**src/hdl/i2ctcr_pkg.sv**
```systemverilog
// ----------------------------------------------------------------------------
// i2ctcr_pkg
// Shared types and constants of the I2C target command receiver: event codes,
// parser phases and the register map of the configuration port.
// ----------------------------------------------------------------------------
package i2ctcr_pkg;

	// event codes on the input channel
	typedef enum logic [1:0] {
		CMD_START = 2'd0,
		CMD_BYTE  = 2'd1,
		CMD_POP   = 2'd2,
		CMD_FLUSH = 2'd3
	} cmd_t;

	// write-frame parser phases
	typedef enum logic [4:0] {
		PH_ADDR = 5'b00001,
		PH_CMD  = 5'b00010,
		PH_D0   = 5'b00100,
		PH_D1   = 5'b01000,
		PH_IDLE = 5'b10000
	} phase_t;

	// bus widths
	localparam int unsigned BYTE_W     = 8;
	localparam int unsigned OWN_ADDR_W = 7;
	localparam int unsigned VALUE_W    = 16;
	localparam int unsigned ENTRY_W    = BYTE_W + VALUE_W;

	// configuration port: one 32-bit register at byte address 0
	localparam int unsigned APB_DATA_W = 32;
	localparam int unsigned APB_ADDR_W = 3;
	localparam int unsigned REG_IDX_W  = APB_ADDR_W - 2;
	localparam logic [REG_IDX_W-1:0] REG_OWN_ADDR = 1'b0;

	// read/write bit of an address byte
	localparam logic [BYTE_W-1:0] RW_BIT_MASK = 8'h01;

endpackage

```
**src/hdl/i2c_target_command_receiver.sv**
```systemverilog
// ----------------------------------------------------------------------------
// i2c_target_command_receiver
// Byte-level I2C write-frame target with a command queue for firmware.
// ----------------------------------------------------------------------------
// Each input item is one event: a start condition, a completed bus byte, a
// pop request or a queue flush; each item gives exactly one result item.
// Start, byte, flush and a pop on an empty queue need no memory read, so
// such items can be accepted on every clock while no pop read is pending and
// no result is held stalled. A pop that returns an entry reads the queue, a
// synchronous memory with a registered read, and the input is stalled until
// the read data comes back. The result waits in an output register, so a new
// item is accepted while the previous result is still being taken. No
// clearing pass runs after reset; entries are read only once they have been
// written. Write own_address only while no item is in flight.
module i2c_target_command_receiver #(
	parameter int unsigned QUEUE_DEPTH = 16
) (
	input  logic                                 clk,
	input  logic                                 arst_n,
	// event channel
	input  logic                                 in_valid,
	output logic                                 in_stall,
	input  logic [1:0]                           cmd,
	input  logic [i2ctcr_pkg::BYTE_W-1:0]        bus_byte,
	// result channel
	output logic                                 out_valid,
	input  logic                                 out_stall,
	output logic                                 drive_ack,
	output logic                                 await_start,
	output logic                                 frame_stored,
	output logic                                 queue_overflow,
	output logic                                 pop_valid,
	output logic [i2ctcr_pkg::BYTE_W-1:0]        pop_command,
	output logic [i2ctcr_pkg::VALUE_W-1:0]       pop_value,
	output logic                                 queue_not_empty,
	// configuration port
	input  logic                                 psel,
	input  logic                                 penable,
	input  logic                                 pwrite,
	input  logic [i2ctcr_pkg::APB_ADDR_W-1:0]    paddr,
	input  logic [i2ctcr_pkg::APB_DATA_W-1:0]    pwdata,
	output logic [i2ctcr_pkg::APB_DATA_W-1:0]    prdata,
	output logic                                 pready
);
	import i2ctcr_pkg::*;

	localparam int unsigned PTR_W = (QUEUE_DEPTH > 1) ? $clog2(QUEUE_DEPTH) : 1;
	localparam int unsigned CNT_W = $clog2(QUEUE_DEPTH + 1);
	localparam logic [PTR_W-1:0] PTR_LAST = PTR_W'(QUEUE_DEPTH - 1);
	localparam logic [CNT_W-1:0] CNT_FULL = CNT_W'(QUEUE_DEPTH);
	localparam logic [CNT_W-1:0] CNT_ONE  = CNT_W'(1);

	// configuration register
	logic [OWN_ADDR_W-1:0] own_addr_q;
	logic [REG_IDX_W-1:0]  reg_idx;
	logic                  cfg_wr;

	// parser state
	phase_t                phase_q, phase_d;
	logic [BYTE_W-1:0]     held_cmd_q, held_cmd_d;
	logic [BYTE_W-1:0]     held_low_q, held_low_d;

	// queue state
	logic [ENTRY_W-1:0]    queue_mem [QUEUE_DEPTH];
	logic [ENTRY_W-1:0]    rd_data_q;
	logic [PTR_W-1:0]      wr_ptr_q, rd_ptr_q;
	logic [CNT_W-1:0]      cnt_q;
	logic                  rd_pend_q;
	logic                  pend_not_empty_q;

	// output register
	logic                  out_valid_q;
	logic                  ack_q, await_q, stored_q, ovf_q, pop_valid_q, not_empty_q;
	logic [BYTE_W-1:0]     pop_cmd_q;
	logic [VALUE_W-1:0]    pop_val_q;

	// per-item decode
	logic                  acc;
	logic                  push, pop_rd, flush;
	logic                  r_ack, r_await, r_stored, r_ovf, r_not_empty;
	logic                  addr_hit;

	assign acc      = in_valid && !in_stall;
	assign in_stall = rd_pend_q || (out_valid_q && out_stall);
	assign addr_hit = (bus_byte == '0) || (bus_byte[BYTE_W-1:1] == own_addr_q);

	// configuration port
	assign reg_idx = paddr[APB_ADDR_W-1:2];
	assign pready  = 1'b1;
	assign cfg_wr  = psel && penable && pwrite && pready;

	always_comb begin
		prdata = '0;
		if (reg_idx == REG_OWN_ADDR) begin
			prdata = APB_DATA_W'(own_addr_q);
		end
	end

	always_ff @(posedge clk or negedge arst_n) begin
		if (!arst_n) begin
			own_addr_q <= '0;
		end else if (cfg_wr && reg_idx == REG_OWN_ADDR) begin
			own_addr_q <= pwdata[OWN_ADDR_W-1:0];
		end
	end

	// event decode and frame parser
	always_comb begin
		phase_d    = phase_q;
		held_cmd_d = held_cmd_q;
		held_low_d = held_low_q;
		push       = 1'b0;
		pop_rd     = 1'b0;
		flush      = 1'b0;
		r_ack      = 1'b0;
		r_await    = 1'b0;
		r_stored   = 1'b0;
		r_ovf      = 1'b0;
		if (acc) begin
			unique case (cmd_t'(cmd))
				CMD_START: begin
					phase_d = PH_ADDR;
				end
				CMD_BYTE: begin
					unique case (phase_q)
						PH_ADDR: begin
							if (addr_hit) begin
								r_ack   = 1'b1;
								phase_d = ((bus_byte & RW_BIT_MASK) != '0) ? PH_IDLE : PH_CMD;
							end else begin
								r_await = 1'b1;
								phase_d = PH_IDLE;
							end
						end
						PH_CMD: begin
							held_cmd_d = bus_byte;
							r_ack      = 1'b1;
							phase_d    = PH_D0;
						end
						PH_D0: begin
							held_low_d = bus_byte;
							r_ack      = 1'b1;
							phase_d    = PH_D1;
						end
						PH_D1: begin
							r_ack   = 1'b1;
							r_await = 1'b1;
							phase_d = PH_IDLE;
							if (cnt_q == CNT_FULL) begin
								r_ovf = 1'b1;
							end else begin
								push     = 1'b1;
								r_stored = 1'b1;
							end
						end
						default: begin
							phase_d = PH_IDLE;
						end
					endcase
				end
				CMD_POP: begin
					pop_rd = (cnt_q != '0);
				end
				CMD_FLUSH: begin
					flush = 1'b1;
				end
			endcase
		end
	end

	// occupancy after this item
	always_comb begin
		if (flush) begin
			r_not_empty = 1'b0;
		end else if (push) begin
			r_not_empty = 1'b1;
		end else if (pop_rd) begin
			r_not_empty = (cnt_q != CNT_ONE);
		end else begin
			r_not_empty = (cnt_q != '0);
		end
	end

	// parser registers
	always_ff @(posedge clk or negedge arst_n) begin
		if (!arst_n) begin
			phase_q    <= PH_ADDR;
			held_cmd_q <= '0;
			held_low_q <= '0;
		end else begin
			phase_q    <= phase_d;
			held_cmd_q <= held_cmd_d;
			held_low_q <= held_low_d;
		end
	end

	// queue pointers and count
	always_ff @(posedge clk or negedge arst_n) begin
		if (!arst_n) begin
			wr_ptr_q <= '0;
			rd_ptr_q <= '0;
			cnt_q    <= '0;
		end else if (flush) begin
			wr_ptr_q <= '0;
			rd_ptr_q <= '0;
			cnt_q    <= '0;
		end else if (push) begin
			wr_ptr_q <= (wr_ptr_q == PTR_LAST) ? '0 : wr_ptr_q + PTR_W'(1);
			cnt_q    <= cnt_q + CNT_ONE;
		end else if (pop_rd) begin
			rd_ptr_q <= (rd_ptr_q == PTR_LAST) ? '0 : rd_ptr_q + PTR_W'(1);
			cnt_q    <= cnt_q - CNT_ONE;
		end
	end

	// queue memory, one write port and one registered read port
	always_ff @(posedge clk) begin
		if (push) begin
			queue_mem[wr_ptr_q] <= {held_cmd_q, bus_byte, held_low_q};
		end
		if (pop_rd) begin
			rd_data_q <= queue_mem[rd_ptr_q];
		end
	end

	// pop read in flight
	always_ff @(posedge clk or negedge arst_n) begin
		if (!arst_n) begin
			rd_pend_q        <= 1'b0;
			pend_not_empty_q <= 1'b0;
		end else begin
			rd_pend_q <= pop_rd;
			if (pop_rd) begin
				pend_not_empty_q <= r_not_empty;
			end
		end
	end

	// output register
	always_ff @(posedge clk or negedge arst_n) begin
		if (!arst_n) begin
			out_valid_q <= 1'b0;
		end else if (rd_pend_q || (acc && !pop_rd)) begin
			out_valid_q <= 1'b1;
		end else if (!out_stall) begin
			out_valid_q <= 1'b0;
		end
	end

	always_ff @(posedge clk) begin
		if (rd_pend_q) begin
			ack_q       <= 1'b0;
			await_q     <= 1'b0;
			stored_q    <= 1'b0;
			ovf_q       <= 1'b0;
			pop_valid_q <= 1'b1;
			pop_cmd_q   <= rd_data_q[ENTRY_W-1 -: BYTE_W];
			pop_val_q   <= rd_data_q[VALUE_W-1:0];
			not_empty_q <= pend_not_empty_q;
		end else if (acc && !pop_rd) begin
			ack_q       <= r_ack;
			await_q     <= r_await;
			stored_q    <= r_stored;
			ovf_q       <= r_ovf;
			pop_valid_q <= 1'b0;
			pop_cmd_q   <= '0;
			pop_val_q   <= '0;
			not_empty_q <= r_not_empty;
		end
	end

	assign out_valid       = out_valid_q;
	assign drive_ack       = ack_q;
	assign await_start     = await_q;
	assign frame_stored    = stored_q;
	assign queue_overflow  = ovf_q;
	assign pop_valid       = pop_valid_q;
	assign pop_command     = pop_cmd_q;
	assign pop_value       = pop_val_q;
	assign queue_not_empty = not_empty_q;

	// count never passes the queue depth
	a_cnt_bound: assert property (@(posedge clk) disable iff (!arst_n)
		cnt_q <= CNT_FULL)
		else $error("queue count above depth");

	// returning read data always finds the output register free
	a_pend_slot: assert property (@(posedge clk) disable iff (!arst_n)
		rd_pend_q |-> !out_valid_q)
		else $error("pop data collides with a held result");

	// a pop read completes next cycle and its result is registered the cycle after
	a_pop_done: assert property (@(posedge clk) disable iff (!arst_n)
		pop_rd |=> ##1 (out_valid_q && pop_valid_q))
		else $error("pop read did not produce a result");

	// a popped result carries no parser flags
	a_pop_clean: assert property (@(posedge clk) disable iff (!arst_n)
		(out_valid_q && pop_valid_q) |-> !(ack_q || await_q || stored_q || ovf_q))
		else $error("pop result mixed with parser flags");

	// a frame is either stored or dropped, never both
	a_store_ovf: assert property (@(posedge clk) disable iff (!arst_n)
		out_valid_q |-> !(stored_q && ovf_q))
		else $error("frame both stored and dropped");

endmodule

```
**config.mk**
```make
export PLATFORM = sky130hd
export DESIGN_NAME = i2c_target_command_receiver
export DESIGN_NICKNAME = d
export VERILOG_FILES = /design/src/hdl/i2ctcr_pkg.sv /design/src/hdl/i2c_target_command_receiver.sv
export SDC_FILE = /design/constraint.sdc
export NUM_CORES = 1
export LEC_CHECK = 0
export ABC_AREA = 0
export BUFFER_PORTS_ARGS = -buffer_cell sky130_fd_sc_hd__clkbuf_2
export CAP_MARGIN = 5
export CORE_MARGIN = 1.5
export CORE_UTILIZATION = 55
export CTS_BUF_LIST = sky130_fd_sc_hd__clkbuf_16
export CTS_CLUSTER_DIAMETER = 200
export DETAILED_ROUTE_END_ITERATION = 8
export PLACE_DENSITY_LB_ADDON = 0.15
export SLEW_MARGIN = 5
export SYNTH_ARGS = -nofsm -noshare
export SYNTH_HDL_FRONTEND = slang
export SYNTH_SLANG_ARGS = --single-unit
```
**constraint.sdc**
```tcl
create_clock -name clk -period 7.5 [get_ports clk]
set_clock_uncertainty 0.1 [all_clocks]
set_input_delay 1.5 -clock clk [delete_from_list [all_inputs] [get_ports clk]]
set_output_delay 1.5 -clock clk [all_outputs]
set_load 0.05 [all_outputs]
```
==> results.yml, run 1 <==
routing:
  drt-total-wl_um: 39200
  initialDrtViolationCount: 826
  dr.pass1.iters: 5
  avgRoutedWirePerCell_um: 23.8
  vias_per_cell: 5.86
  postRouteAntennaNets: 0
  vias: 9642
  drc: 0
floorplan:
  die_h_um: 189
  io_pins: 117
  core_area_um2: 34400
  die_w_um: 189
  num_rows: 68
  die_area_um2: 35800
  initial_core_util_pct: 55.5
global_routing:
  grt_antenna_before_repair: 0
  grt_max_degree: 55
  grt_overflow_total: 0
  grt_usage_pct: 22.4
  grt_pass1_wl_um: 58700
  grt_pass1_vias: 9457
sta:
  final_hold_viol_count: 0
  rsz0062_at_grt: "false"
  fin_tns_setup_ns: 0
  slew_viol_final: 0
  fin_crit_sh_pct: 55.0
  timing.fmax_ghz: 0.242
  fin_crit_ns: 4.13
  relSlewSlack_pct: 11.5
  setup_viol: 0
  worstMarginPinSlew_ns: 1.33
clock_tree:
  cts_buffers: 49
  cts_root_buf: "clkbuf_16"
  cts_max_level: 2
  worstSkewPairLatency_ns: 0.55
  cts_resized: 0
  cts_sinks: 482
  holdBufCountCts: 0
  clk_path_buf_depth: 3
  clkTransAtPathRegs_ns: 0.06
  postCtsSetupRepairBufs: 0
  cts_tree: "done"
logic_synthesis:
  synth-edff-count: 433
  ys_seq_area_share_pct: 74.4
  postSynthCellCount: 1062
  synthArstFlopShare_pct: 9.13
  synth.most_common_cell: "edfxtp_1"
  synth_area_per_cell_um2: 18.0
  synth_top_area_share_pct: 68.1
  synth_flop_cell: "edfxtp_1"
  synth_common_cells: "edfxtp_1 (433), mux2i_1 (72), o21ai_0 (55), mux2_2 (48), mux4_2 (48)"
  yosys.area.top_type: "edfxtp_1"
  yosys-top-cells-area: "edfxtp_1 (68%), mux4_2 (5.7%), dfrtp_1 (5.6%)"
  syn-cell-area_um2: 19100
  yosysWarnings: 0
  synth_cell_types: 56
  yosys_register_bits: 482
run:
  maxCapViolCount: 0
critical_path:
  reg2reg_from: "cnt_q[0]"
  path_class: "in -> reg"
  start_kind: "primary input"
  crit_fanout: 16
  worstPathRequired_ns: 7.61
  rr_worst_depth: 7
  reg2reg_to: "queue_mem[11][21]"
  endpoint: "queue_mem[11][21]"
  crit_path_end_kind: "flop"
  startpoint: "out_stall"
  r2r_setup_slack_ns: 3.89
  critPathArrivalTime_ns: 4.23
placed_design:
  gp_congestion: 0.768
  hpwl_um: 21600
  io_buffer_count: 63
power:
  peakVddDrop_v: 0.000208
  leakage_uw: 0.00737
  p_per_area_nw_per_um2: 297
final_layout:
  drive_gt1_share_pct: 22.6
  syn_to_final_growth_pct: 12.1
  final_util_pct: 62.3
  diodes: 0
  fin_nets: 1210
  nFillCells: 2461
run_status:
  status: "finished clean"
worst_hold_path:
  min_path_type: "reg -> reg"
## worst max-delay path, stage by stage
cell and delay [ns]:
clkbuf_2 0.10, a21oi_2 0.29, nand4b_4 0.25, nor3_2 0.68
nor3b_1 0.39, and2_1 0.55, buf_4 0.43
## cell families after synthesis
group / synth area share, %
muxes: 12.3
DFF: 74.4
xor gates and xnor gates: 0.505
other: 0.0393
and+or+nand+nor: 4.27
adders and majority gates: 0.590
AOI/OAI and AO/OA: 5.32
buffers and inverters: 2.60
## sequential cells by signal, indices dropped and copies added, names as in the netlist, 4 cells and up
name / count
queue_mem: 384
pop_value: 16
cnt_q: 5
rd_ptr_q: 4
own_addr_q: 7
pop_command: 8
held_cmd_q: 8
held_low_q: 8
wr_ptr_q: 4
rd_data_q: 24
phase_q: 5
## cell usage in the layout, fill, tap and decap left out, types with 9 or more instances in the layout
master	n
a21oi_1	28
a221oi_1	24
a22oi_1	25
and2_1	32
buf_4	26
clkbuf_16	51
clkbuf_2	63
clkinv_1	14
conb_1	26
dfrtp_1	41
edfxtp_1	433
ha_1	9
inv_1	22
mux2_2	48
mux2i_1	72
mux4_2	48
nand2_1	40
nor2_1	17
nor2b_1	10
o21ai_0	55
## power breakdown
part           internal (µW)  switching, µW
Combinational            361            560
Clock                   1360            965
Sequential              3000            116
## metal layers
metal  wire length (µm)  vias up  GRT usage, %
met2              19200      300          36.7
met4                929        0          6.41
met5                  0        -             0
met3               2060       61          2.97
li1                   -     4338             -
met1              17000     4943          31.8
## per-stage QoR
stage | instance area [µm²] | setup WS (ns) | total power [µW] | cells | hold WS (ns)
2_1_floorplan | 19200 | 3.52 | 3910 | 1086 | 0.396
3_3_place_gp | 19800 | 2.90 | 4090 | 1553 | 0.339
3_5_place_dp | 19800 | 2.80 | 4100 | 1553 | 0.350
4_1_cts | 21400 | 3.37 | 6420 | 1645 | 0.367
5_1_grt | 21400 | 3.11 | 6580 | 1645 | 0.375
6_report | 21400 | 3.37 | 6360 | 1645 | 0.362
## how the worst min path moves through the flow
stage / from / to / slack (ns) / cells past startpoint
floorplan: phase_q[0] / phase_q[0] / 0.40 / 2
global placement: frame_stored / frame_stored / 0.34 / 1
detailed placement: frame_stored / frame_stored / 0.35 / 1
CTS: frame_stored / frame_stored / 0.37 / 1
global route: frame_stored / frame_stored / 0.38 / 1
finish: frame_stored / frame_stored / 0.36 / 1
## final cells by class
type | count | area (µm²) | area share (%)
Inverter | 11 | 41.3 | 0.193
Timing Repair Buffer | 89 | 510 | 2.39
Tap cell | 455 | 569 | 2.66
Clock buffer | 51 | 1280 | 5.96
Clock inverter | 41 | 284 | 1.33
Multi-Input combinational cell | 516 | 4510 | 21.1
Sequential cell | 482 | 14200 | 66.4
No activity file was read; power rests on OpenSTA's default activity.
==> run 2, diff against run 1 <==
- clock period: 7.5 -> 4.3 ns (I/O delays scaled with it)
==> run 2 against run 1 <==
Net effect:
- clock-buffer cell count is 4 lower
- global-route usage up 0.28 points
- non-clock buffer count grew 14
- utilization grew 0.21 points
- hold slack got worse by 0.035 ns
- sequential cell count did not move
- final area rose by 0.34%
- clock power up 69%
- worst setup slack got worse by 2.3 ns
- final cell count is 0.49% higher
- total power grew 73%
- critical path type is now reg -> reg
- critical endpoint is now queue_mem[2][15]
- largest cell class unchanged
- highest routed layer unchanged
==> results.yml, run 2 (synthesized netlist as in run 1, its figures left out) <==
run_status:
  status: "finished clean"
power:
  leakage_uw: 0.00743
  p_per_area_nw_per_um2: 512
  peakVddDrop_v: 0.000401
floorplan:
  io_pins: 117
  die_area_um2: 35800
  die_h_um: 189
  initial_core_util_pct: 55.5
  core_area_um2: 34400
  num_rows: 68
  die_w_um: 189
critical_path:
  crit_chain: "inv_1 > ha_1 > and3_1 > nor4_1 > nor2b_1 > and2_1 > buf_12"
  crit_family: "simple AND/OR/NAND/NOR gates"
  start_kind: "flop"
  worstPathRequired_ns: 4.44
  crit_buf_inv: 2
  r2r_setup_slack_ns: 1.10
  crit_path_end_kind: "flop"
  critPathArrivalTime_ns: 3.34
  crit_fanout: 16
  max_stage_delay_ns: 0.60
  path_class: "reg -> reg"
  slowest_stage: "and2_1"
global_routing:
  grt_overflow_total: 0
  grt_antenna_before_repair: 0
  grt_pass1_wl_um: 59600
  grt_max_degree: 56
  grt_usage_pct: 22.6
  grt_pass1_vias: 9752
placed_design:
  io_buffer_count: 63
  pre_cts_slack_ns: 0.693
  placed_cell_area_um2: 20000
  gp_congestion: 0.787
  hpwl_um: 22200
routing:
  postRouteAntennaNets: 0
  vias_per_cell: 5.81
  drt-total-wl_um: 39200
  avgRoutedWirePerCell_um: 23.7
  drc: 0
  initialDrtViolationCount: 722
  dr.pass1.iters: 5
  vias: 9611
final_layout:
  seqCellArea_um2: 14200
  multiInputGateArea_um2: 4510
  top_register: "queue_mem"
  syn_to_final_growth_pct: 12.5
  design_area_um2: 21500
  mostFrequentLayoutCells: "edfxtp_1 (433), mux2i_1 (72), clkbuf_2 (63)"
  drive_gt1_share_pct: 23.2
  final_common_cell: "edfxtp_1"
  largest_reg_flops: 384
  diodes: 0
  final_util_pct: 62.5
  nFillCells: 2485
  fin_nets: 1222
sta:
  slew_viol_final: 0
  setup_viol: 0
  fin_tns_setup_ns: 0
  relSlewSlack_pct: 37.8
  final_hold_viol_count: 0
  worstMarginPinSlew_ns: 0.932
  postLayoutSetupSlackWorst_ns: 1.10
  fin_crit_ns: 3.20
  fin_crit_sh_pct: 74.4
  timing.fmax_ghz: 0.313
  whs_ns: 0.328
  rsz0062_at_grt: "false"
clock_tree:
  cts_tree: "done"
  cts_root_buf: "clkbuf_16"
  clkTransAtPathRegs_ns: 0.06
  cts_max_level: 2
  cts_sinks: 482
  clk_path_buf_depth: 3
  cts_resized: 0
  cts_buffers: 47
  worstSkewPairLatency_ns: 0.55
  holdBufCountCts: 0
  postCtsSetupRepairBufs: 0
run:
  maxCapViolCount: 0
worst_hold_path:
  min_path_type: "in -> async"
run 2: changes by cell type in the layout (fill, tap and decap cells not counted):
cell and delta:
clkbuf_16 -4, inv_1 +2, and2_2 -1, clkinv_1 -4, buf_12 +4, and2_1 +1
clkinvlp_4 -1, clkinv_2 -1, bufinv_16 +1, buf_4 +10, clkinv_4 +1
run 2: layer usage:
metal  wire, µm  vias up  track usage, %
met3       1850       54            3.34
met2      20000      260            38.5
li1           -     4359               -
met1      16500     4938            30.4
met4        906        0            6.90
met5          0        -               0
run 2: cell type report:
class | instances | share of cell area (%)
inverter | 11 | 0.192
sequential | 482 | 66.2
timing repair buffer | 103 | 3.10
tap | 455 | 2.65
clock buffer | 47 | 5.48
clock inverter | 39 | 1.41
multi-input combinational | 516 | 21.0
run 2: worst paths after layout:
kind | start | end | depth (start not counted)
max | cnt_q[0] | queue_mem[2][15] | 7
min | arst_n | held_low_q[5] | 2
max reg2reg | cnt_q[0] | queue_mem[2][15] | 7
min reg2reg | frame_stored | frame_stored | 1
max in group asynchronous | arst_n | rd_ptr_q[0] | 2
min in group clk | frame_stored | frame_stored | 1
run 2: power by group:
group          switching (µW)  internal, µW
clock                    1660          2280
combinational             999           655
sequential                178          5230
total                    2830          8160
run 2: worst reg2reg max path, stage by stage (launching register included):
cell     delay [ns]
dfrtp_1        0.46
inv_1          0.10
ha_1           0.26
and3_1         0.25
nor4_1         0.52
nor2b_1        0.33
and2_1         0.60
buf_12         0.26
run 2: stage by stage:
| stage | cells | total power [µW] |
|---|---|---|
| after floorplan | 1086 | 6820 |
| after global placement | 1567 | 7170 |
| after detailed placement | 1567 | 7180 |
| after CTS | 1653 | 11100 |
| after global routing | 1653 | 11400 |
| final | 1653 | 11000 |
